==> config.mk <==
export PLATFORM = sky130hd
export DESIGN_NAME = json_string_escape_utf8
export DESIGN_NICKNAME = d
export VERILOG_FILES = /design/src/hdl/jse_pkg.sv /design/src/hdl/jse_front.sv /design/src/hdl/jse_fifo.sv /design/src/hdl/jse_back.sv /design/src/hdl/json_string_escape_utf8.sv
export SDC_FILE = /design/constraint.sdc
export NUM_CORES = 1
export LEC_CHECK = 0
export ABC_CLOCK_PERIOD_IN_PS = 18850
export BUFFER_PORTS_ARGS = -buffer_cell sky130_fd_sc_hd__buf_2
export CELL_PAD_IN_SITES_DETAIL_PLACEMENT = 1
export CELL_PAD_IN_SITES_GLOBAL_PLACEMENT = 2
export CORE_UTILIZATION = 49
export CTS_CLUSTER_SIZE = 25
export DETAILED_ROUTE_END_ITERATION = 10
export GPL_TIMING_DRIVEN = 1
export PLACE_DENSITY = 0.94
export RECOVER_POWER = 50
export SETUP_SLACK_MARGIN = 0.2
export SYNTH_ARGS = -nofsm -noshare
export SYNTH_HDL_FRONTEND = slang
export SYNTH_SLANG_ARGS = --single-unit
export TNS_END_PERCENT = 30
==> constraint.sdc <==
create_clock -name clk -period 18.85 [get_ports clk]
set_input_delay 0.9425 -clock clk [delete_from_list [all_inputs] [get_ports clk]]
set_output_delay 0.9425 -clock clk [all_outputs]
set_load 0.01 [all_outputs]
==> src/hdl/jse_pkg.sv <==
// Shared types, constants and encoding functions for the JSON string escaper.
package jse_pkg;

  localparam int MAX_BYTES  = 12;
  localparam int CNT_W      = $clog2(MAX_BYTES + 1);
  localparam int IDX_W      = $clog2(MAX_BYTES);
  localparam int ESC_LEN    = 6;
  localparam int ESC_W      = $clog2(ESC_LEN + 1);
  localparam int FIFO_DEPTH = 2;
  localparam int FIFO_AW    = (FIFO_DEPTH > 1) ? $clog2(FIFO_DEPTH) : 1;
  localparam int FIFO_CW    = $clog2(FIFO_DEPTH + 1);

  localparam logic [7:0] CH_BSL   = 8'h5c;
  localparam logic [7:0] CH_QUOTE = 8'h22;
  localparam logic [7:0] CH_U     = 8'h75;
  localparam logic [7:0] CH_ZERO  = 8'h30;
  localparam logic [7:0] CH_B     = 8'h62;
  localparam logic [7:0] CH_F     = 8'h66;
  localparam logic [7:0] CH_N     = 8'h6e;
  localparam logic [7:0] CH_R     = 8'h72;
  localparam logic [7:0] CH_T     = 8'h74;
  localparam logic [7:0] HEX_A_OFS = 8'h57;   // 'a' - 10

  localparam logic [5:0] HIGH_TAG = 6'b110110;
  localparam logic [5:0] LOW_TAG  = 6'b110111;
  localparam logic [4:0] SURR_TAG = 5'b11011;

  // One accepted unit's worth of output bytes.
  typedef struct packed {
    logic [MAX_BYTES-1:0][7:0] bytes;
    logic [CNT_W-1:0]          count;
    logic                      last;
  } desc_t;

  typedef struct packed {
    logic [ESC_LEN-1:0][7:0] bytes;
    logic [ESC_W-1:0]        count;
  } enc_t;

  function automatic logic [7:0] hex_char(input logic [3:0] v);
    logic [7:0] r;
    if (v < 4'd10) begin
      r = CH_ZERO + {4'h0, v};
    end else begin
      r = HEX_A_OFS + {4'h0, v};
    end
    return r;
  endfunction

  function automatic logic [ESC_LEN-1:0][7:0] uescape(input logic [15:0] u);
    logic [ESC_LEN-1:0][7:0] r;
    r[0] = CH_BSL;
    r[1] = CH_U;
    r[2] = hex_char(u[15:12]);
    r[3] = hex_char(u[11:8]);
    r[4] = hex_char(u[7:4]);
    r[5] = hex_char(u[3:0]);
    return r;
  endfunction

  // Encode one unit on its own; a count of zero means a high surrogate is held.
  function automatic enc_t encode_unit(input logic [15:0] u, input logic last);
    enc_t r;
    r = '0;
    if (u < 16'h0080) begin
      if (u < 16'h0020 || u == 16'h0022 || u == 16'h005c) begin
        r.bytes[0] = CH_BSL;
        r.count    = ESC_W'(2);
        case (u[6:0])
          7'h22: r.bytes[1] = CH_QUOTE;
          7'h5c: r.bytes[1] = CH_BSL;
          7'h08: r.bytes[1] = CH_B;
          7'h0c: r.bytes[1] = CH_F;
          7'h0a: r.bytes[1] = CH_N;
          7'h0d: r.bytes[1] = CH_R;
          7'h09: r.bytes[1] = CH_T;
          default: begin
            r.bytes[1] = CH_U;
            r.bytes[2] = CH_ZERO;
            r.bytes[3] = CH_ZERO;
            r.bytes[4] = hex_char(u[7:4]);
            r.bytes[5] = hex_char(u[3:0]);
            r.count    = ESC_W'(ESC_LEN);
          end
        endcase
      end else begin
        r.bytes[0] = u[7:0];
        r.count    = ESC_W'(1);
      end
    end else if (u < 16'h0800) begin
      r.bytes[0] = {3'b110, u[10:6]};
      r.bytes[1] = {2'b10, u[5:0]};
      r.count    = ESC_W'(2);
    end else if (u[15:11] != SURR_TAG) begin
      r.bytes[0] = {4'b1110, u[15:12]};
      r.bytes[1] = {2'b10, u[11:6]};
      r.bytes[2] = {2'b10, u[5:0]};
      r.count    = ESC_W'(3);
    end else if (u[10] || last) begin
      r.bytes = uescape(u);
      r.count = ESC_W'(ESC_LEN);
    end
    return r;
  endfunction

endpackage

==> src/hdl/jse_front.sv <==
// Front end: accept code units, pair surrogates and build the byte list per unit.
module jse_front (
  input  logic            clk,
  input  logic            rst_n,
  input  logic            in_tvalid,
  output logic            in_tready,
  input  logic [15:0]     in_tdata,   // [15:0] code_unit
  input  logic            in_tlast,   // last_unit
  input  logic            q_full,
  output logic            q_wr_en,
  output jse_pkg::desc_t  q_wr_data
);
  import jse_pkg::*;

  logic        held_valid_r, held_valid_nxt;
  logic [15:0] held_high_r, held_high_nxt;
  logic        accept;
  logic        is_low;
  logic        is_high;
  logic [20:0] cp;
  enc_t        enc;
  desc_t       d;

  assign in_tready = !q_full;
  assign accept    = in_tvalid && in_tready;
  assign is_low    = (in_tdata[15:10] == LOW_TAG);
  assign is_high   = (in_tdata[15:10] == HIGH_TAG);
  assign cp        = {5'({1'b0, held_high_r[9:6]} + 5'd1), held_high_r[5:0], in_tdata[9:0]};
  assign enc       = encode_unit(in_tdata, in_tlast);

  always_comb begin
    d      = '0;
    d.last = in_tlast;
    if (held_valid_r && is_low) begin
      d.bytes[0] = {5'b11110, cp[20:18]};
      d.bytes[1] = {2'b10, cp[17:12]};
      d.bytes[2] = {2'b10, cp[11:6]};
      d.bytes[3] = {2'b10, cp[5:0]};
      d.count    = CNT_W'(4);
    end else if (held_valid_r) begin
      // flush the held unit, then the new unit at a fixed offset
      d.bytes[ESC_LEN-1:0]           = uescape(held_high_r);
      d.bytes[MAX_BYTES-1:ESC_LEN]   = enc.bytes;
      d.count = CNT_W'(ESC_LEN) + CNT_W'(enc.count);
    end else begin
      d.bytes[ESC_LEN-1:0] = enc.bytes;
      d.count              = CNT_W'(enc.count);
    end
  end

  assign q_wr_en   = accept && (d.count != '0);
  assign q_wr_data = d;

  always_comb begin
    held_valid_nxt = held_valid_r;
    held_high_nxt  = held_high_r;
    if (accept) begin
      held_valid_nxt = is_high && !in_tlast;
      held_high_nxt  = (is_high && !in_tlast) ? in_tdata : 16'h0000;
    end
  end

  always_ff @(posedge clk) begin
    if (!rst_n) begin
      held_valid_r <= 1'b0;
      held_high_r  <= 16'h0000;
    end else begin
      held_valid_r <= held_valid_nxt;
      held_high_r  <= held_high_nxt;
    end
  end

  a_held_is_high: assert property (@(posedge clk) disable iff (!rst_n)
    held_valid_r |-> held_high_r[15:10] == HIGH_TAG)
    else $error("held unit is not a high surrogate");

  a_last_pushes: assert property (@(posedge clk) disable iff (!rst_n)
    (accept && in_tlast) |-> q_wr_en)
    else $error("end of string produced no bytes");

  a_last_clears: assert property (@(posedge clk) disable iff (!rst_n)
    (accept && in_tlast) |=> !held_valid_r)
    else $error("surrogate held across end of string");

endmodule

==> src/hdl/jse_fifo.sv <==
// Short queue of per-unit byte lists between front and back end.
module jse_fifo (
  input  logic            clk,
  input  logic            rst_n,
  input  logic            wr_en,
  input  jse_pkg::desc_t  wr_data,
  output logic            full,
  input  logic            rd_en,
  output logic            rd_valid,
  output jse_pkg::desc_t  rd_data
);
  import jse_pkg::*;

  desc_t              mem_r [FIFO_DEPTH];
  logic [FIFO_AW-1:0] wr_ptr_r, wr_ptr_nxt;
  logic [FIFO_AW-1:0] rd_ptr_r, rd_ptr_nxt;
  logic [FIFO_CW-1:0] cnt_r, cnt_nxt;

  assign full     = (cnt_r == FIFO_CW'(FIFO_DEPTH));
  assign rd_valid = (cnt_r != '0);
  assign rd_data  = mem_r[rd_ptr_r];

  always_comb begin
    wr_ptr_nxt = wr_ptr_r;
    rd_ptr_nxt = rd_ptr_r;
    cnt_nxt    = cnt_r;
    if (wr_en) begin
      wr_ptr_nxt = (wr_ptr_r == FIFO_AW'(FIFO_DEPTH - 1)) ? '0 : wr_ptr_r + 1'b1;
    end
    if (rd_en) begin
      rd_ptr_nxt = (rd_ptr_r == FIFO_AW'(FIFO_DEPTH - 1)) ? '0 : rd_ptr_r + 1'b1;
    end
    if (wr_en && !rd_en) begin
      cnt_nxt = cnt_r + 1'b1;
    end else if (!wr_en && rd_en) begin
      cnt_nxt = cnt_r - 1'b1;
    end
  end

  always_ff @(posedge clk) begin
    if (wr_en) begin
      mem_r[wr_ptr_r] <= wr_data;
    end
  end

  always_ff @(posedge clk) begin
    if (!rst_n) begin
      wr_ptr_r <= '0;
      rd_ptr_r <= '0;
      cnt_r    <= '0;
    end else begin
      wr_ptr_r <= wr_ptr_nxt;
      rd_ptr_r <= rd_ptr_nxt;
      cnt_r    <= cnt_nxt;
    end
  end

  a_no_overflow: assert property (@(posedge clk) disable iff (!rst_n)
    !(wr_en && full))
    else $error("queue overflow");

  a_no_underflow: assert property (@(posedge clk) disable iff (!rst_n)
    !(rd_en && !rd_valid))
    else $error("queue underflow");

  a_cnt_range: assert property (@(posedge clk) disable iff (!rst_n)
    cnt_r <= FIFO_CW'(FIFO_DEPTH))
    else $error("queue count out of range");

endmodule

==> src/hdl/jse_back.sv <==
// Back end: walk each queued byte list and drive the output register.
module jse_back (
  input  logic            clk,
  input  logic            rst_n,
  input  logic            q_valid,
  input  jse_pkg::desc_t  q_data,
  output logic            q_rd_en,
  output logic            out_tvalid,
  input  logic            out_tready,
  output logic [7:0]      out_tdata,  // [7:0] out_byte
  output logic            out_tlast   // out_last
);
  import jse_pkg::*;

  logic [IDX_W-1:0] idx_r, idx_nxt;
  logic             out_valid_r, out_valid_nxt;
  logic [7:0]       out_byte_r, out_byte_nxt;
  logic             out_last_r, out_last_nxt;
  logic             load;
  logic             at_end;

  assign load    = q_valid && (!out_valid_r || out_tready);
  assign at_end  = (CNT_W'(idx_r) + CNT_W'(1)) == q_data.count;
  assign q_rd_en = load && at_end;

  always_comb begin
    idx_nxt       = idx_r;
    out_valid_nxt = out_valid_r;
    out_byte_nxt  = out_byte_r;
    out_last_nxt  = out_last_r;
    if (out_valid_r && out_tready) begin
      out_valid_nxt = 1'b0;
    end
    if (load) begin
      out_valid_nxt = 1'b1;
      out_byte_nxt  = q_data.bytes[idx_r];
      out_last_nxt  = q_data.last && at_end;
      // advance through the list, restart at the next entry
      idx_nxt       = at_end ? '0 : idx_r + 1'b1;
    end
  end

  always_ff @(posedge clk) begin
    if (!rst_n) begin
      idx_r       <= '0;
      out_valid_r <= 1'b0;
      out_last_r  <= 1'b0;
    end else begin
      idx_r       <= idx_nxt;
      out_valid_r <= out_valid_nxt;
      out_last_r  <= out_last_nxt;
    end
  end

  always_ff @(posedge clk) begin
    out_byte_r <= out_byte_nxt;
  end

  assign out_tvalid = out_valid_r;
  assign out_tdata  = out_byte_r;
  assign out_tlast  = out_last_r;

  a_count_nonzero: assert property (@(posedge clk) disable iff (!rst_n)
    q_valid |-> (q_data.count != '0 && q_data.count <= CNT_W'(MAX_BYTES)))
    else $error("queued entry has bad byte count");

  a_idx_in_range: assert property (@(posedge clk) disable iff (!rst_n)
    q_valid |-> CNT_W'(idx_r) < q_data.count)
    else $error("byte index past end of entry");

  a_idx_restart: assert property (@(posedge clk) disable iff (!rst_n)
    q_rd_en |=> idx_r == '0)
    else $error("byte index not reset after pop");

endmodule

==> src/hdl/json_string_escape_utf8.sv <==
// JSON string escaper: takes one UTF-16 code unit per word (tlast marks the last
// unit of a string) and streams the JSON-escaped UTF-8 bytes of the string, one
// byte per output word, with tlast on the final byte of the string. A unit makes
// one byte for plain ASCII, two or three for other BMP characters, four for a
// surrogate pair, two or six for escapes, and up to twelve when a held high
// surrogate is flushed ahead of the next unit. The byte serializer in the back
// end emits one byte per cycle unless out_tready is low; a two-entry queue lets
// the input take one unit per cycle while the output keeps up, and a high
// surrogate that waits for its partner is accepted but makes no output byte.
module json_string_escape_utf8 (
  input  logic        clk,
  input  logic        rst_n,
  input  logic        in_tvalid,
  output logic        in_tready,
  input  logic [15:0] in_tdata,    // [15:0] code_unit
  input  logic        in_tlast,    // last_unit
  output logic        out_tvalid,
  input  logic        out_tready,
  output logic [7:0]  out_tdata,   // [7:0] out_byte
  output logic        out_tlast    // out_last
);
  import jse_pkg::*;

  logic  q_wr_en;
  desc_t q_wr_data;
  logic  q_full;
  logic  q_rd_en;
  logic  q_valid;
  desc_t q_data;

  jse_front u_front (
    .clk       (clk),
    .rst_n     (rst_n),
    .in_tvalid (in_tvalid),
    .in_tready (in_tready),
    .in_tdata  (in_tdata),
    .in_tlast  (in_tlast),
    .q_full    (q_full),
    .q_wr_en   (q_wr_en),
    .q_wr_data (q_wr_data)
  );

  jse_fifo u_fifo (
    .clk      (clk),
    .rst_n    (rst_n),
    .wr_en    (q_wr_en),
    .wr_data  (q_wr_data),
    .full     (q_full),
    .rd_en    (q_rd_en),
    .rd_valid (q_valid),
    .rd_data  (q_data)
  );

  jse_back u_back (
    .clk        (clk),
    .rst_n      (rst_n),
    .q_valid    (q_valid),
    .q_data     (q_data),
    .q_rd_en    (q_rd_en),
    .out_tvalid (out_tvalid),
    .out_tready (out_tready),
    .out_tdata  (out_tdata),
    .out_tlast  (out_tlast)
  );

endmodule
Word-level counts from Yosys, hierarchy flattened
Memory sizes are Yosys's and may differ from the RTL's. A register that Yosys moved wholly into a read port is not among the register bits.
Index checks and enable logic that the tools add are counted.
{"block": "word_totals", "reg_bits": 35, "in_bits": 21, "output_inout_bits": 11, "n_memories": 1, "mem_bits_rw": 202}
{"memory": "u_fifo.mem_r", "words": 2, "word_bits": 101, "read_ports": 1, "rd_ports_with_merged_regs": 1, "write_ports": 1, "line": "jse_fifo.sv:14", "text": "desc_t mem_r [FIFO_DEPTH];"}
{"block": "classes", "n_mux": 37, "magnitude_cmp": 12, "n_addsub": 23, "n_reduce_logical": 24, "n_eq_ne": 14}
{"cell": "2-to-1 mux 51 bit", "count": 2}
{"cell": "2-to-1 mux 8 bit", "count": 9}
{"cell": "adder 7 x 4 -> 8 bit (first input constant)", "count": 8}
{"cell": "2-to-1 mux 32 bit", "count": 2}
{"cell": "2-to-1 mux 64 bit", "count": 1}
{"cell": "adder 6 x 4 -> 7 bit (first input constant)", "count": 8}
{"cell": "2-to-1 mux 52 bit", "count": 1}
{"cell": "case mux 7 bit (7 select lines)", "count": 1}
{"cell": "2-to-1 mux 48 bit", "count": 1}
{"cell": "2-to-1 mux 40 bit", "count": 1}
{"cell": "2-to-1 mux 36 bit", "count": 1}
{"cell": "== test 7 x 4 -> 1 bit (second input constant)", "count": 5}
{"cell": "binary-select mux 8 bit (select 4 bit)", "count": 1}
{"cell": "less-than comparator 4 bit (second input constant)", "count": 8}
{"cell": "2-to-1 mux 27 bit", "count": 1}
{"cell": "2-to-1 mux 24 bit", "count": 1}
{"cell": "2-to-1 mux 19 bit", "count": 1}
{"cell": "== test 16 x 6 -> 1 bit (second input constant)", "count": 1}
{"cell": "== test 16 x 7 -> 1 bit (second input constant)", "count": 1}
{"cell": "less-than comparator 16 x 12 -> 1 bit (second input constant)", "count": 1}
{"cell": "less-than comparator 16 x 6 -> 1 bit (second input constant)", "count": 1}
{"cell": "less-than comparator 16 x 8 -> 1 bit (second input constant)", "count": 1}
{"cell": "2-to-1 mux 16 bit", "count": 1}
{"cell": "== test 6 bit (second input constant)", "count": 2}
{"cell": "23 further kinds", "count": 50}

Longest topological paths before layout
Gate-level depths: netlist of the first run.
{"block": "depth", "depth_word": 15, "depth_mapped": 18, "depth_no_buf": 16}

By module
From an unflattened synthesis of the first run, not the netlist that was laid out.
{"block": "unflattened", "cells_unflattened": 852, "area_unflattened_um2": 11677.4}
{"mod": "jse_fifo", "seq_area_each_um2": 6165.9, "cells_each": 336, "area_per_inst_um2": 7542.2, "instances": 1}
{"mod": "jse_front", "seq_area_each_um2": 340.3, "cells_each": 415, "area_per_inst_um2": 2806.4, "instances": 1}
{"mod": "jse_back", "seq_area_each_um2": 360.3, "cells_each": 101, "area_per_inst_um2": 1328.8, "instances": 1}

Least setup slack after synthesis of the first run
OpenSTA, ideal clock, no wires.
{"block": "synth_timing", "path_type": "input to register", "from": "input port in_tdata[9]", "to": "memory u_fifo.mem_r[0][0] (netlist name) (enable)", "setup_time_ps": 668, "t_required_ps": 18182, "arrival_ps": 9727, "path_slack_ps": 8455, "n_path_buf": 2, "path_stages": 13, "cell_sequence": "clkbuf_1 inv_1 ha_1 nor2b_1 o211a_1 o21ai_1 a21oi_2 a21oi_1 buf_2 ha_1 a221oi_2 a22oi_2 nor3_1"}
{"block": "synth_between", "elab_chain_cells": 12, "word_cells_on_any_way": 17}
{"element": "start: declaration", "line": "json_string_escape_utf8.sv:15", "text": "input logic [15:0] in_tdata,"}
{"element": "less-than comparator 16 x 6 -> 1 bit or == test 16 x 6 -> 1 bit (tied branches)", "line": "jse_pkg.sv:66", "text": "if (u < 16'h0020 || u == 16'h0022 || u == 16'h005c) begin"}
{"element": "logical OR 1 bit (2 in series)", "line": "jse_pkg.sv:66"}
{"element": "2-to-1 mux 11 bit", "line": "jse_pkg.sv:66"}
{"element": "2-to-1 mux 51 bit (*)", "line": "jse_pkg.sv:65", "text": "if (u < 16'h0080) begin"}
{"element": "adder 3 x 3 -> 4 bit", "line": "jse_front.sv:44", "text": "d.count = CNT_W'(ESC_LEN) + CNT_W'(enc.count);"}
{"element": "2-to-1 mux 52 bit (*)", "line": "jse_front.sv:40", "text": "end else if (held_valid_r) begin"}
{"element": "2-to-1 mux 36 bit (*)", "line": "jse_front.sv:34", "text": "if (held_valid_r && is_low) begin"}
{"element": "nonzero test 4 bit (*)", "line": "jse_front.sv:51", "text": "assign q_wr_en = accept && (d.count != '0);"}
{"element": "logical AND 1 bit (*)", "line": "jse_front.sv:51"}
{"element": "2-to-1 mux 1 bit (*)", "line": "jse_fifo.sv:41", "text": "if (wr_en) begin"}
{"element": "2-to-1 mux 1 bit (implied by the code) (*)", "line": "jse_fifo.sv:42", "text": "mem_r[wr_ptr_r] <= wr_data;"}
{"element": "end: declaration", "line": "jse_fifo.sv:14"}
Every way passes the cells marked *; elsewhere a longest branch is shown, timed or not.

Worst setup path after layout of the first run
{"block": "layout_timing", "from": "input port in_tdata[12]", "to": "memory u_fifo.mem_r[0][71] (netlist name) (enable)"}
{"block": "layout_between", "elab_chain_cells": 12, "word_cells_on_any_way": 21}
{"element": "less-than comparator 16 x 6 -> 1 bit or == test 16 x 6 -> 1 bit (tied branches)", "line": "jse_pkg.sv:66"}
{"element": "logical OR 1 bit (2 in series)", "line": "jse_pkg.sv:66"}
{"element": "2-to-1 mux 11 bit", "line": "jse_pkg.sv:66"}
{"element": "2-to-1 mux 51 bit", "line": "jse_pkg.sv:65"}
{"element": "adder 3 x 3 -> 4 bit", "line": "jse_front.sv:44"}
{"element": "2-to-1 mux 52 bit", "line": "jse_front.sv:40"}
{"element": "2-to-1 mux 36 bit (*)", "line": "jse_front.sv:34"}
{"element": "nonzero test 4 bit (*)", "line": "jse_front.sv:51"}
{"element": "logical AND 1 bit (*)", "line": "jse_front.sv:51"}
{"element": "2-to-1 mux 1 bit (*)", "line": "jse_fifo.sv:41"}
{"element": "2-to-1 mux 1 bit (implied by the code) (*)", "line": "jse_fifo.sv:42"}
Marked as above.

==> results.sh, run 1 <==
export IMPL_status="complete, but fails checks"
export IMPL_violations="max-capacitance violations, max-slew violations"
export IMPL_drc=0
export IMPL_syn2layout_area_growth_pct=9.897
export IMPL_boundaryPins=32
export IMPL_register_area_um2=6571
export IMPL_max_cap_viol_count=3
export IMPL_critPathKind="in2reg"
export IMPL_mostFrequentLayoutCells="edfxtp_1, mux4_2, nor2_1"
export IMPL_gp_congestion=0.9195
export IMPL_min_delay_start="u_front.held_high_r[0]"
export IMPL_cts_root_buf="clkbuf_16"
export IMPL_first_iter_violations=754
export IMPL_arrival_ps=6760
export IMPL_dieHeight_um=151.5
export IMPL_core_area_um2=21890
export IMPL_period_share_pct=35.20
export IMPL_hold_class="reg2reg"
export IMPL_grt_use_total_pct=28.69
export IMPL_place_hpwl_um=21270
export IMPL_dieArea_um2=22940
export IMPL_grt_max_degree=85
export IMPL_drt_pass1_iterations=5
export IMPL_skew_ps=8.008
export IMPL_row_count=54
export IMPL_routed_wl_um=31670
export IMPL_final_hold_viol_count=0
export IMPL_ys_types=69
export IMPL_syn_instance_count=804
export IMPL_antenna_found_initial=1
export IMPL_fmax_mhz=150.7
export IMPL_period_needed_ps=6635
export IMPL_power_frac_clock_pct=33.5
export IMPL_fill_cells=2184
export IMPL_power_frac_comb_pct=18.7
export IMPL_ir_drop_uv=54.97
export IMPL_fin_nets=866
export IMPL_place_area_um2=11330
export IMPL_post_cts_buffers=0
export IMPL_relSlewSlack_pct=-116.5
export IMPL_tightest_slew_ps=3248
export IMPL_setup_viol=0
export IMPL_synth_top_area_share_pct=54.86
export IMPL_fin_area_um2=12030
export IMPL_post_drt_wl_per_cell_um=28.22
export IMPL_tritoncts="built"
export IMPL_cts_resized=0
export IMPL_powerDensity_nw_per_um2=113.0
export IMPL_clk_transition_reported_paths_ps=60
export IMPL_grt_pass1_vias=7652
export IMPL_multiInputGateArea_um2=4015
export IMPL_endpoint_kind="flip-flop"
export IMPL_die_w_um=151.5
export IMPL_fin_tns_setup_ps=0
export IMPL_p_seq_share_pct=47.8
export IMPL_yosys_warnings=0
export IMPL_vias_per_cell=6.529
export IMPL_vias=7325
export IMPL_initial_core_util_pct=50.01
export IMPL_antenna_left=0
export IMPL_synth_nets=848
export IMPL_synth_area_leaders="edfxtp_1, mux4_2, dfxtp_1"
export IMPL_layout_drive_gt1_share_pct=14.52
export IMPL_netlist_area_um2=10950
export IMPL_rsz0062_at_grt="false"
export IMPL_startpoint_type="primary input"
export IMPL_seq_area_frac_synth_pct=59.98
export IMPL_internal_power_w=0.0009970
export IMPL_synth_seq_cells=228
export IMPL_grt_overflow_total=0
export IMPL_startpoint="in_tdata[12]"
export IMPL_io_buffers=31
export IMPL_htree_levels=1
export IMPL_ys_flop_type="edfxtp_1"
export IMPL_clockBufferDepth=3
export IMPL_final_common_cell="edfxtp_1"
export IMPL_drv_slew=135
export IMPL_synth_edf_count=200
export IMPL_cts_hold_buffers=0
export IMPL_switchingPower_w=0.0003631
export IMPL_grt_pass1_wl_um=47570
export IMPL_cts_sinks=228
export IMPL_worst_ep_required_time_ps=18970
export IMPL_critPathMaxFanout=83
export IMPL_p_leak_nw=3.936
export IMPL_avgSynthCellArea_um2=13.62
export IMPL_yosys_area_top_type="edfxtp_1"
export IMPL_r2r_start="u_back.idx_r[0]"
export IMPL_fin_hold_ws_ps=547.5
export IMPL_async_reset_ff_share_pct=0
export IMPL_cts_inserted_buffers=24
export IMPL_p_sw_share_pct=26.69
export IMPL_clock_latency_ps=510
==> synthesized netlist by cell type (7+ instances only) <==
| library cell | count |
|---|---|
| mux4_2 | 52 |
| mux2i_1 | 15 |
| o32ai_1 | 13 |
| a22oi_1 | 15 |
| xnor2_1 | 19 |
| nand2b_1 | 7 |
| clkbuf_1 | 36 |
| a21oi_1 | 45 |
| nand2_1 | 45 |
| o22ai_1 | 13 |
| ha_1 | 23 |
| nor3_1 | 23 |
| o21ai_1 | 7 |
| nor2_1 | 49 |
| dfxtp_1 | 28 |
| edfxtp_1 | 200 |
| and2_1 | 9 |
| nand3_1 | 20 |
| buf_2 | 7 |
| o21ai_0 | 30 |
| nor2b_1 | 21 |
| inv_1 | 32 |
==> power by group through the flow <==
stage | Combinational (W) | Sequential [W] | Clock, W
floorplan | 0.000172 | 0.000665 | 0
global placement | 0.000239 | 0.000652 | 0
detailed placement | 0.000249 | 0.000661 | 0
CTS | 0.000254 | 0.000651 | 0.000461
global route | 0.000274 | 0.000657 | 0.000478
finish | 0.000254 | 0.000650 | 0.000455
==> layout make-up <==
type | instances | share of cell area [%]
Clock inverter | 15 | 0.8632
Antenna cell | 2 | 0.04160
Tap cell | 280 | 2.912
Inverter | 33 | 1.030
Timing Repair Buffer | 43 | 1.674
Clock buffer | 29 | 5.491
Multi-Input combinational cell | 492 | 33.37
Sequential cell | 228 | 54.62
==> metal layers <==
layer / wire length, um / track usage [%] / up-vias
li1: - / - / 3155
met1: 13240 / 39.19 / 3774
met2: 15330 / 46.80 / 325
met3: 2052 / 4.102 / 71
met5: 0 / 0 / -
met4: 1044 / 10.45 / 0
==> path summary, 6_finish.rpt <==
path	end	slack (ps)	cells past startpoint
worst max-delay path	u_fifo.mem_r[0][71]	12220	14
worst min-delay path	u_front.held_high_r[0]	550	2
worst max register to register	u_fifo.cnt_r[1]	13610	8
worst min register to register	u_front.held_high_r[0]	550	2
==> registers in the layout, summed over array words and instances, names as in the netlist, named ones only <==
signal	count
u_fifo.cnt_r	2
u_back.out_tdata	8
u_front.held_high_r	16
u_front.held_valid_r	1
u_back.idx_r	4
u_fifo.mem_r	192
u_fifo.rd_ptr_r	1
u_back.out_tvalid	1
u_fifo.wr_ptr_r	1
u_back.out_tlast	1
==> critical path, cell delays in order <==
cell and delay, ps:
clkbuf_1 140, inv_1 200, ha_1 220, nor3b_1 720, o211a_1 320, o21ai_0 150, a21oi_1 310, a21oi_2 90
clkbuf_1 640, ha_1 560, a221oi_2 350, a22oi_2 180, nor3_2 850, buf_4 970
==> cells by family after synthesis <==
kind of cell	count (synthesis)	share of synthesized area, %
buffers and inverters	84	3.269
flip-flops	228	59.98
adder cells (fa/ha/maj)	23	2.629
XOR/XNOR	25	2.000
multiplexers	68	12.17
AO/OA/AOI/OAI	174	10.38
AND/OR/NAND/NOR	202	9.577
==> through the flow <==
| stage | setup WS, ps | cells | power [W] | util [%] |
|---|---|---|---|---|
| floorplan | 8455 | 804 | 0.0008366 | - |
| global placement | 13170 | 1076 | 0.0008920 | 51.77 |
| detailed placement | 12870 | 1076 | 0.0009102 | 51.77 |
| CTS | 13390 | 1120 | 0.001366 | 55.26 |
| global route | 11910 | 1121 | 0.001408 | 54.95 |
| finish | 12220 | 1122 | 0.001360 | 54.96 |
No activity file was read; power rests on OpenSTA's default activity.
==> inputs of run 2 (changes only) <==
--- a/config.mk
+++ b/config.mk
@@ -5,15 +5,15 @@
 export SDC_FILE = /design/constraint.sdc
 export NUM_CORES = 1
 export LEC_CHECK = 0
-export ABC_CLOCK_PERIOD_IN_PS = 18850
+export ABC_CLOCK_PERIOD_IN_PS = 6550
 export BUFFER_PORTS_ARGS = -buffer_cell sky130_fd_sc_hd__buf_2
 export CELL_PAD_IN_SITES_DETAIL_PLACEMENT = 1
 export CELL_PAD_IN_SITES_GLOBAL_PLACEMENT = 2
-export CORE_UTILIZATION = 49
+export CORE_UTILIZATION = 45
 export CTS_CLUSTER_SIZE = 25
 export DETAILED_ROUTE_END_ITERATION = 10
 export GPL_TIMING_DRIVEN = 1
-export PLACE_DENSITY = 0.94
+export PLACE_DENSITY = 0.88
 export RECOVER_POWER = 50
 export SETUP_SLACK_MARGIN = 0.2
 export SYNTH_ARGS = -nofsm -noshare
==> constraint.sdc (replaced) <==
create_clock -name clk -period 6.55 [get_ports clk]
set_input_delay 0.3275 -clock clk [delete_from_list [all_inputs] [get_ports clk]]
set_output_delay 0.3275 -clock clk [all_outputs]
set_load 0.01 [all_outputs]
==> run 2 against run 1 <==
Effect of this change: the run still ends with max-capacitance violations, max-slew violations left; die area grew 8.8%; wire length shrank 0.51%; non-clock buffer count shrank 2; total power rose to 2.8 times the previous value; highest routed layer unchanged.
==> results.sh, run 2 (synthesized netlist as in run 1, its figures left out) <==
export IMPL_status="complete, but fails checks"
export IMPL_violations="max-capacitance violations, max-slew violations"
export IMPL_p_leak_nw=3.935
export IMPL_layout_drive_gt1_share_pct=14.37
export IMPL_stdcell_count=1154
export IMPL_boundaryPins=32
export IMPL_setup_viol=0
export IMPL_post_cts_buffers=0
export IMPL_drv_slew=51
export IMPL_arrival_ps=4440
export IMPL_startpoint_type="primary input"
export IMPL_cts_inserted_buffers=25
export IMPL_max_cap_viol_count=2
export IMPL_r2r_start="u_front.held_valid_r"
export IMPL_clk_transition_reported_paths_ps=60
export IMPL_antenna_left=0
export IMPL_internal_power_w=0.002826
export IMPL_worst_ep_required_time_ps=6690
export IMPL_syn2layout_area_growth_pct=10.25
export IMPL_final_common_cell="edfxtp_1"
export IMPL_fmax_mhz=232.3
export IMPL_rrSetupSlack_ps=2890
export IMPL_hold_class="in2reg"
export IMPL_core_area_um2=23680
export IMPL_switchingPower_w=0.001027
export IMPL_grt_pass1_wl_um=47050
export IMPL_fill_cells=2431
export IMPL_p_seq_share_pct=48.9
export IMPL_hold_end="u_front.held_high_r[0]"
export IMPL_dieArea_um2=24960
export IMPL_power_frac_clock_pct=33.0
export IMPL_place_inst=1113
export IMPL_critPathBufInv=4
export IMPL_r2r_end="u_fifo.mem_r[1][74]"
export IMPL_min_delay_start="in_tdata[0]"
export IMPL_cp_cell_sequence="clkbuf_1, inv_1, ha_1, nor3b_1, o211a_1, o21ai_0, a21oi_1, a21oi_2, buf_4, ha_1, a221oi_2, a22oi_2, nor3b_4, buf_12"
export IMPL_gp_congestion=0.9576
export IMPL_dieHeight_um=158.0
export IMPL_skew_ps=15.68
export IMPL_layout_setup_ws_ps=2245
export IMPL_tightest_slew_ps=1998
export IMPL_period_needed_ps=4305
export IMPL_endpoint_kind="flip-flop"
export IMPL_post_drt_wl_per_cell_um=27.30
export IMPL_critPathMaxFanout=95
export IMPL_utilization_pct=50.97
export IMPL_place_hpwl_um=21600
export IMPL_cts_root_buf="clkbuf_16"
export IMPL_vias=7295
export IMPL_cts_resized=0
export IMPL_critPathTopFamily="compound AO/OA/AOI/OAI gates"
export IMPL_worst_path_largest_cell_delay_ps=640
export IMPL_r2r_cells=4
export IMPL_rsz0062_at_grt="false"
export IMPL_clockBufferDepth=3
export IMPL_antenna_found_initial=0
export IMPL_relSlewSlack_pct=-33.18
export IMPL_htree_levels=1
export IMPL_grt_use_total_pct=25.90
export IMPL_powerDensity_nw_per_um2=319.2
export IMPL_crit_top_cell="ha_1"
export IMPL_power_frac_comb_pct=18.1
export IMPL_place_ws_ps=2304
export IMPL_initial_core_util_pct=46.23
export IMPL_tritoncts="built"
export IMPL_regMostFlops="u_fifo.mem_r"
export IMPL_clock_latency_ps=520
export IMPL_vias_per_cell=6.321
export IMPL_grt_pass1_vias=7454
export IMPL_first_iter_violations=600
export IMPL_row_count=56
export IMPL_drt_pass1_iterations=5
export IMPL_ir_drop_uv=169.8
export IMPL_mostFrequentLayoutCells="edfxtp_1, mux4_2, nor2_1"
export IMPL_fin_nets=865
export IMPL_final_hold_viol_count=0
export IMPL_worst_path_max_delay_cell="nor3b_1"
export IMPL_hold_depth=3
export IMPL_largest_register_ff_count=192
export IMPL_period_share_pct=65.72
export IMPL_diodes=0
export IMPL_fin_tns_setup_ps=0
export IMPL_io_buffers=31
export IMPL_die_w_um=158.0
export IMPL_grt_max_degree=96
export IMPL_critPathKind="in2reg"
export IMPL_drc=0
export IMPL_grt_overflow_total=0
export IMPL_cts_sinks=228
export IMPL_p_sw_share_pct=26.65
export IMPL_routed_wl_um=31510
export IMPL_cts_hold_buffers=0
==> run 2: changes by cell type in the layout (fill, tap and decap cells not counted), sizes merged <==
| cell | change |
|---|---|
| clkinv | -8 |
| buf | +2 |
| diode | -2 |
| bufinv | -1 |
| clkbuf | +1 |
| inv | +1 |
==> run 2: worst max-delay path by stage <==
stage | start | endpoint | cells past startpoint
floorplan | in_tdata[9] | u_fifo.mem_r[1][0] | 13
global placement | in_tdata[12] | u_fifo.mem_r[1][55] | 14
detailed placement | in_tdata[0] | u_fifo.mem_r[1][79] | 14
CTS | in_tdata[0] | u_fifo.mem_r[1][55] | 14
global route | in_tdata[12] | u_fifo.mem_r[1][15] | 13
finish | in_tdata[12] | u_fifo.mem_r[1][15] | 14
==> run 2: per-stage QoR <==
step,total power (W),area [um2],hold slack [ps]
4_1_cts,0.003892,12130,90.54
3_5_place_dp,0.002630,11400,547.4
5_1_grt,0.003982,12070,173.4
3_3_place_gp,0.002574,11400,511.4
2_1_floorplan,0.002389,10970,426.4
6_report,0.003853,12070,164.2
==> run 2: power groups by stage <==
stage,logic (W),clock network [W],registers [W]
2_1_floorplan,0.000498,0,0.00189
6_report,0.000697,0.00127,0.00188
3_5_place_dp,0.000714,0,0.00192
4_1_cts,0.000718,0.00129,0.00189
5_1_grt,0.000747,0.00133,0.00190
3_3_place_gp,0.000681,0,0.00189
==> run 2: worst reg2reg max path: stages, from the launching register on <==
cell	delay [ps]
dfxtp_2	310
buf_4	310
nand2_1	660
clkbuf_1	1500
a31oi_1	450
==> run 2: per-layer routing <==
| layer | share of wire [%] | wire length, um | GRT usage (%) | vias up |
|---|---|---|---|---|
| li1 | - | - | - | 3161 |
| met1 | 43 | 13610 | 36.58 | 3781 |
| met2 | 47 | 14960 | 42.10 | 296 |
| met3 | 6.3 | 1974 | 3.121 | 57 |
| met4 | 3.0 | 956 | 7.738 | 0 |
| met5 | 0 | 0 | 0 | - |
==> run 2: layout make-up <==
cell class / instances / area (um2) / share of cell area, %
sequential: 228 / 6573 / 54.45
inverter: 33 / 123.9 / 1.026
timing repair buffer: 41 / 226.5 / 1.876
clock buffer: 34 / 689.4 / 5.712
multi-input combinational: 492 / 4021 / 33.32
clock inverter: 7 / 37.54 / 0.3110
tap: 319 / 399.1 / 3.307
==> inputs of run 3 (changes only) <==
--- a/config.mk
+++ b/config.mk
@@ -5,15 +5,15 @@
 export SDC_FILE = /design/constraint.sdc
 export NUM_CORES = 1
 export LEC_CHECK = 0
-export ABC_CLOCK_PERIOD_IN_PS = 6550
+export ABC_CLOCK_PERIOD_IN_PS = 3550
 export BUFFER_PORTS_ARGS = -buffer_cell sky130_fd_sc_hd__buf_2
 export CELL_PAD_IN_SITES_DETAIL_PLACEMENT = 1
 export CELL_PAD_IN_SITES_GLOBAL_PLACEMENT = 2
-export CORE_UTILIZATION = 45
+export CORE_UTILIZATION = 41
 export CTS_CLUSTER_SIZE = 25
 export DETAILED_ROUTE_END_ITERATION = 10
 export GPL_TIMING_DRIVEN = 1
-export PLACE_DENSITY = 0.88
+export PLACE_DENSITY = 0.84
 export RECOVER_POWER = 50
 export SETUP_SLACK_MARGIN = 0.2
 export SYNTH_ARGS = -nofsm -noshare
==> constraint.sdc (replaced) <==
create_clock -name clk -period 3.55 [get_ports clk]
set_input_delay 0.1775 -clock clk [delete_from_list [all_inputs] [get_ports clk]]
set_output_delay 0.1775 -clock clk [all_outputs]
set_load 0.01 [all_outputs]
==> run 3 against run 2 <==
Effect of this change: the run ends with design-rule violations left; clock-buffer cell count unchanged; via count is essentially flat; sequential share of layout area shrank 1.7 points; clock skew grew 6.2 ps; critical path depth down 10; clock power grew 80%; sequential cell count unchanged; total power increased by 85%; critical path type is now reg2reg; cell area is 3.2% higher; utilization fell by 3.3 points.
==> results.sh, run 3 (synthesized netlist as in run 1, its figures left out) <==
export IMPL_status="complete, but fails checks"
export IMPL_violations="design-rule violations"
export IMPL_row_count=59
export IMPL_fin_nets=900
export IMPL_layout_drive_gt1_share_pct=18.67
export IMPL_stdcell_count=1208
export IMPL_clockBufferDepth=3
export IMPL_clock_latency_ps=530
export IMPL_endpoint_kind="flip-flop"
export IMPL_hold_end="u_front.held_high_r[4]"
export IMPL_r2r_cells=4
export IMPL_regMostFlops="u_fifo.mem_r"
export IMPL_grt_overflow_total=0
export IMPL_worst_ep_required_time_ps=3820
export IMPL_initial_core_util_pct=41.89
export IMPL_die_w_um=165.4
export IMPL_period_share_pct=87.45
export IMPL_core_area_um2=26130
export IMPL_vias_per_cell=6.035
export IMPL_antenna_found_initial=0
export IMPL_setup_viol=0
export IMPL_drc=4
export IMPL_hold_depth=3
export IMPL_cts_root_buf="clkbuf_16"
export IMPL_p_leak_nw=4.072
export IMPL_fmax_mhz=322.1
export IMPL_dieArea_um2=27360
export IMPL_grt_max_degree=45
export IMPL_final_hold_viol_count=0
export IMPL_relSlewSlack_pct=19.83
export IMPL_ir_drop_uv=350.3
export IMPL_tightest_slew_ps=1190
export IMPL_vias=7290
export IMPL_dieHeight_um=165.4
export IMPL_grt_use_total_pct=23.73
export IMPL_startpoint_type="flip-flop"
export IMPL_final_common_cell="edfxtp_1"
export IMPL_htree_levels=1
export IMPL_hold_class="in2reg"
export IMPL_critPathKind="reg2reg"
export IMPL_skew_ps=21.87
export IMPL_post_drt_wl_per_cell_um=26.02
export IMPL_boundaryPins=32
export IMPL_mostFrequentLayoutCells="edfxtp_1, mux4_2, nor2_1"
export IMPL_max_cap_viol_count=0
export IMPL_r2r_end="u_fifo.mem_r[0][81]"
export IMPL_grt_pass1_vias=7515
export IMPL_period_needed_ps=3105
export IMPL_powerDensity_nw_per_um2=573.3
export IMPL_rrSetupSlack_ps=450
export IMPL_routed_wl_um=31440
export IMPL_r2r_start="u_front.held_valid_r"
export IMPL_rsz0062_at_grt="false"
export IMPL_place_hpwl_um=22730
export IMPL_min_delay_start="in_tdata[4]"
export IMPL_antenna_left=0
export IMPL_largest_register_ff_count=192
export IMPL_tritoncts="built"
export IMPL_cts_inserted_buffers=25
export IMPL_arrival_ps=3370
export IMPL_cts_sinks=228
export IMPL_fill_cells=2687
export IMPL_grt_pass1_wl_um=47180
export IMPL_clk_transition_reported_paths_ps=60
export IMPL_fin_area_um2=12460
export IMPL_drv_slew=0
export IMPL_gp_congestion=0.9160
export IMPL_cts_resized=0
export IMPL_critPathMaxFanout=36
export IMPL_drt_pass1_iterations=8
export IMPL_syn2layout_area_growth_pct=13.78
export IMPL_place_area_um2=11830
export IMPL_diodes=0
export IMPL_place_inst=1163
export IMPL_io_buffers=31
export IMPL_first_iter_violations=688
==> run 3: power by group <==
group	leakage, nW	total, W	internal [W]	switching, W
combinational	1.59	0.00139	0.000599	0.000791
clock	0.343	0.00229	0.00130	0.000999
sequential	2.14	0.00346	0.00332	0.000134
total	4.07	0.00714	0.00522	0.00192
==> run 3: timing repair <==
action | 4_1_cts | 5_1_grt
hold buffers | 1 | 0
buffers inserted | 0 | 0
hold endpoints to repair | 2 | 0
==> run 3: how the worst max path moves through the flow <==
stage	start	end	slack, ps	cells past startpoint
3_3_place_gp	in_tdata[12]	u_fifo.mem_r[1][65]	250	14
2_1_floorplan	in_tdata[12]	u_fifo.mem_r[1][0]	-1460	12
3_5_place_dp	in_tdata[0]	u_fifo.cnt_r[1]	110	17
5_1_grt	u_fifo.cnt_r[0]	u_fifo.cnt_r[1]	200	9
4_1_cts	in_tdata[0]	u_fifo.cnt_r[1]	620	17
6_report	u_front.held_valid_r	u_fifo.mem_r[0][81]	450	4
==> run 3: final cells by class <==
| class | instances | area (um2) | area share, % |
|---|---|---|---|
| tap | 335 | 419.2 | 3.365 |
| inverter | 33 | 132.6 | 1.065 |
| sequential | 228 | 6571 | 52.75 |
| timing repair buffer | 76 | 504.2 | 4.048 |
| multi-input combinational | 492 | 4116 | 33.05 |
| clock inverter | 10 | 53.80 | 0.4319 |
| clock buffer | 34 | 659.4 | 5.293 |
==> run 3: through the flow <==
stage / power [W] / util [%] / setup TNS (ps) / hold slack (ps) / worst slack, ps
6_report: 0.007142 / 47.67 / 0 / 18.57 / 445.5
5_1_grt: 0.007419 / 47.67 / 0 / 39.31 / 196.3
4_1_cts: 0.007241 / 48.04 / 0 / 6.858 / 624.4
3_5_place_dp: 0.004947 / 45.27 / 0 / 502.4 / 110.5
3_3_place_gp: 0.004875 / 45.27 / 0 / 499.8 / 245.9
2_1_floorplan: 0.004417 / - / -263100 / 276.4 / -1461
==> run 3: critical path, stage by stage, from the launching register on <==
cell and delay, ps:
dfxtp_1 820, buf_4 500, nand2_1 500, clkbuf_1 510, a211oi_1 520
==> run 3: metal layers <==
| layer | part of all wire [%] | track usage [%] |
|---|---|---|
| met3 | 6.3 | 3.871 |
| met1 | 43 | 32.54 |
| met2 | 48 | 38.28 |
| met4 | 3.0 | 8.223 |
| met5 | 0 | 0 |
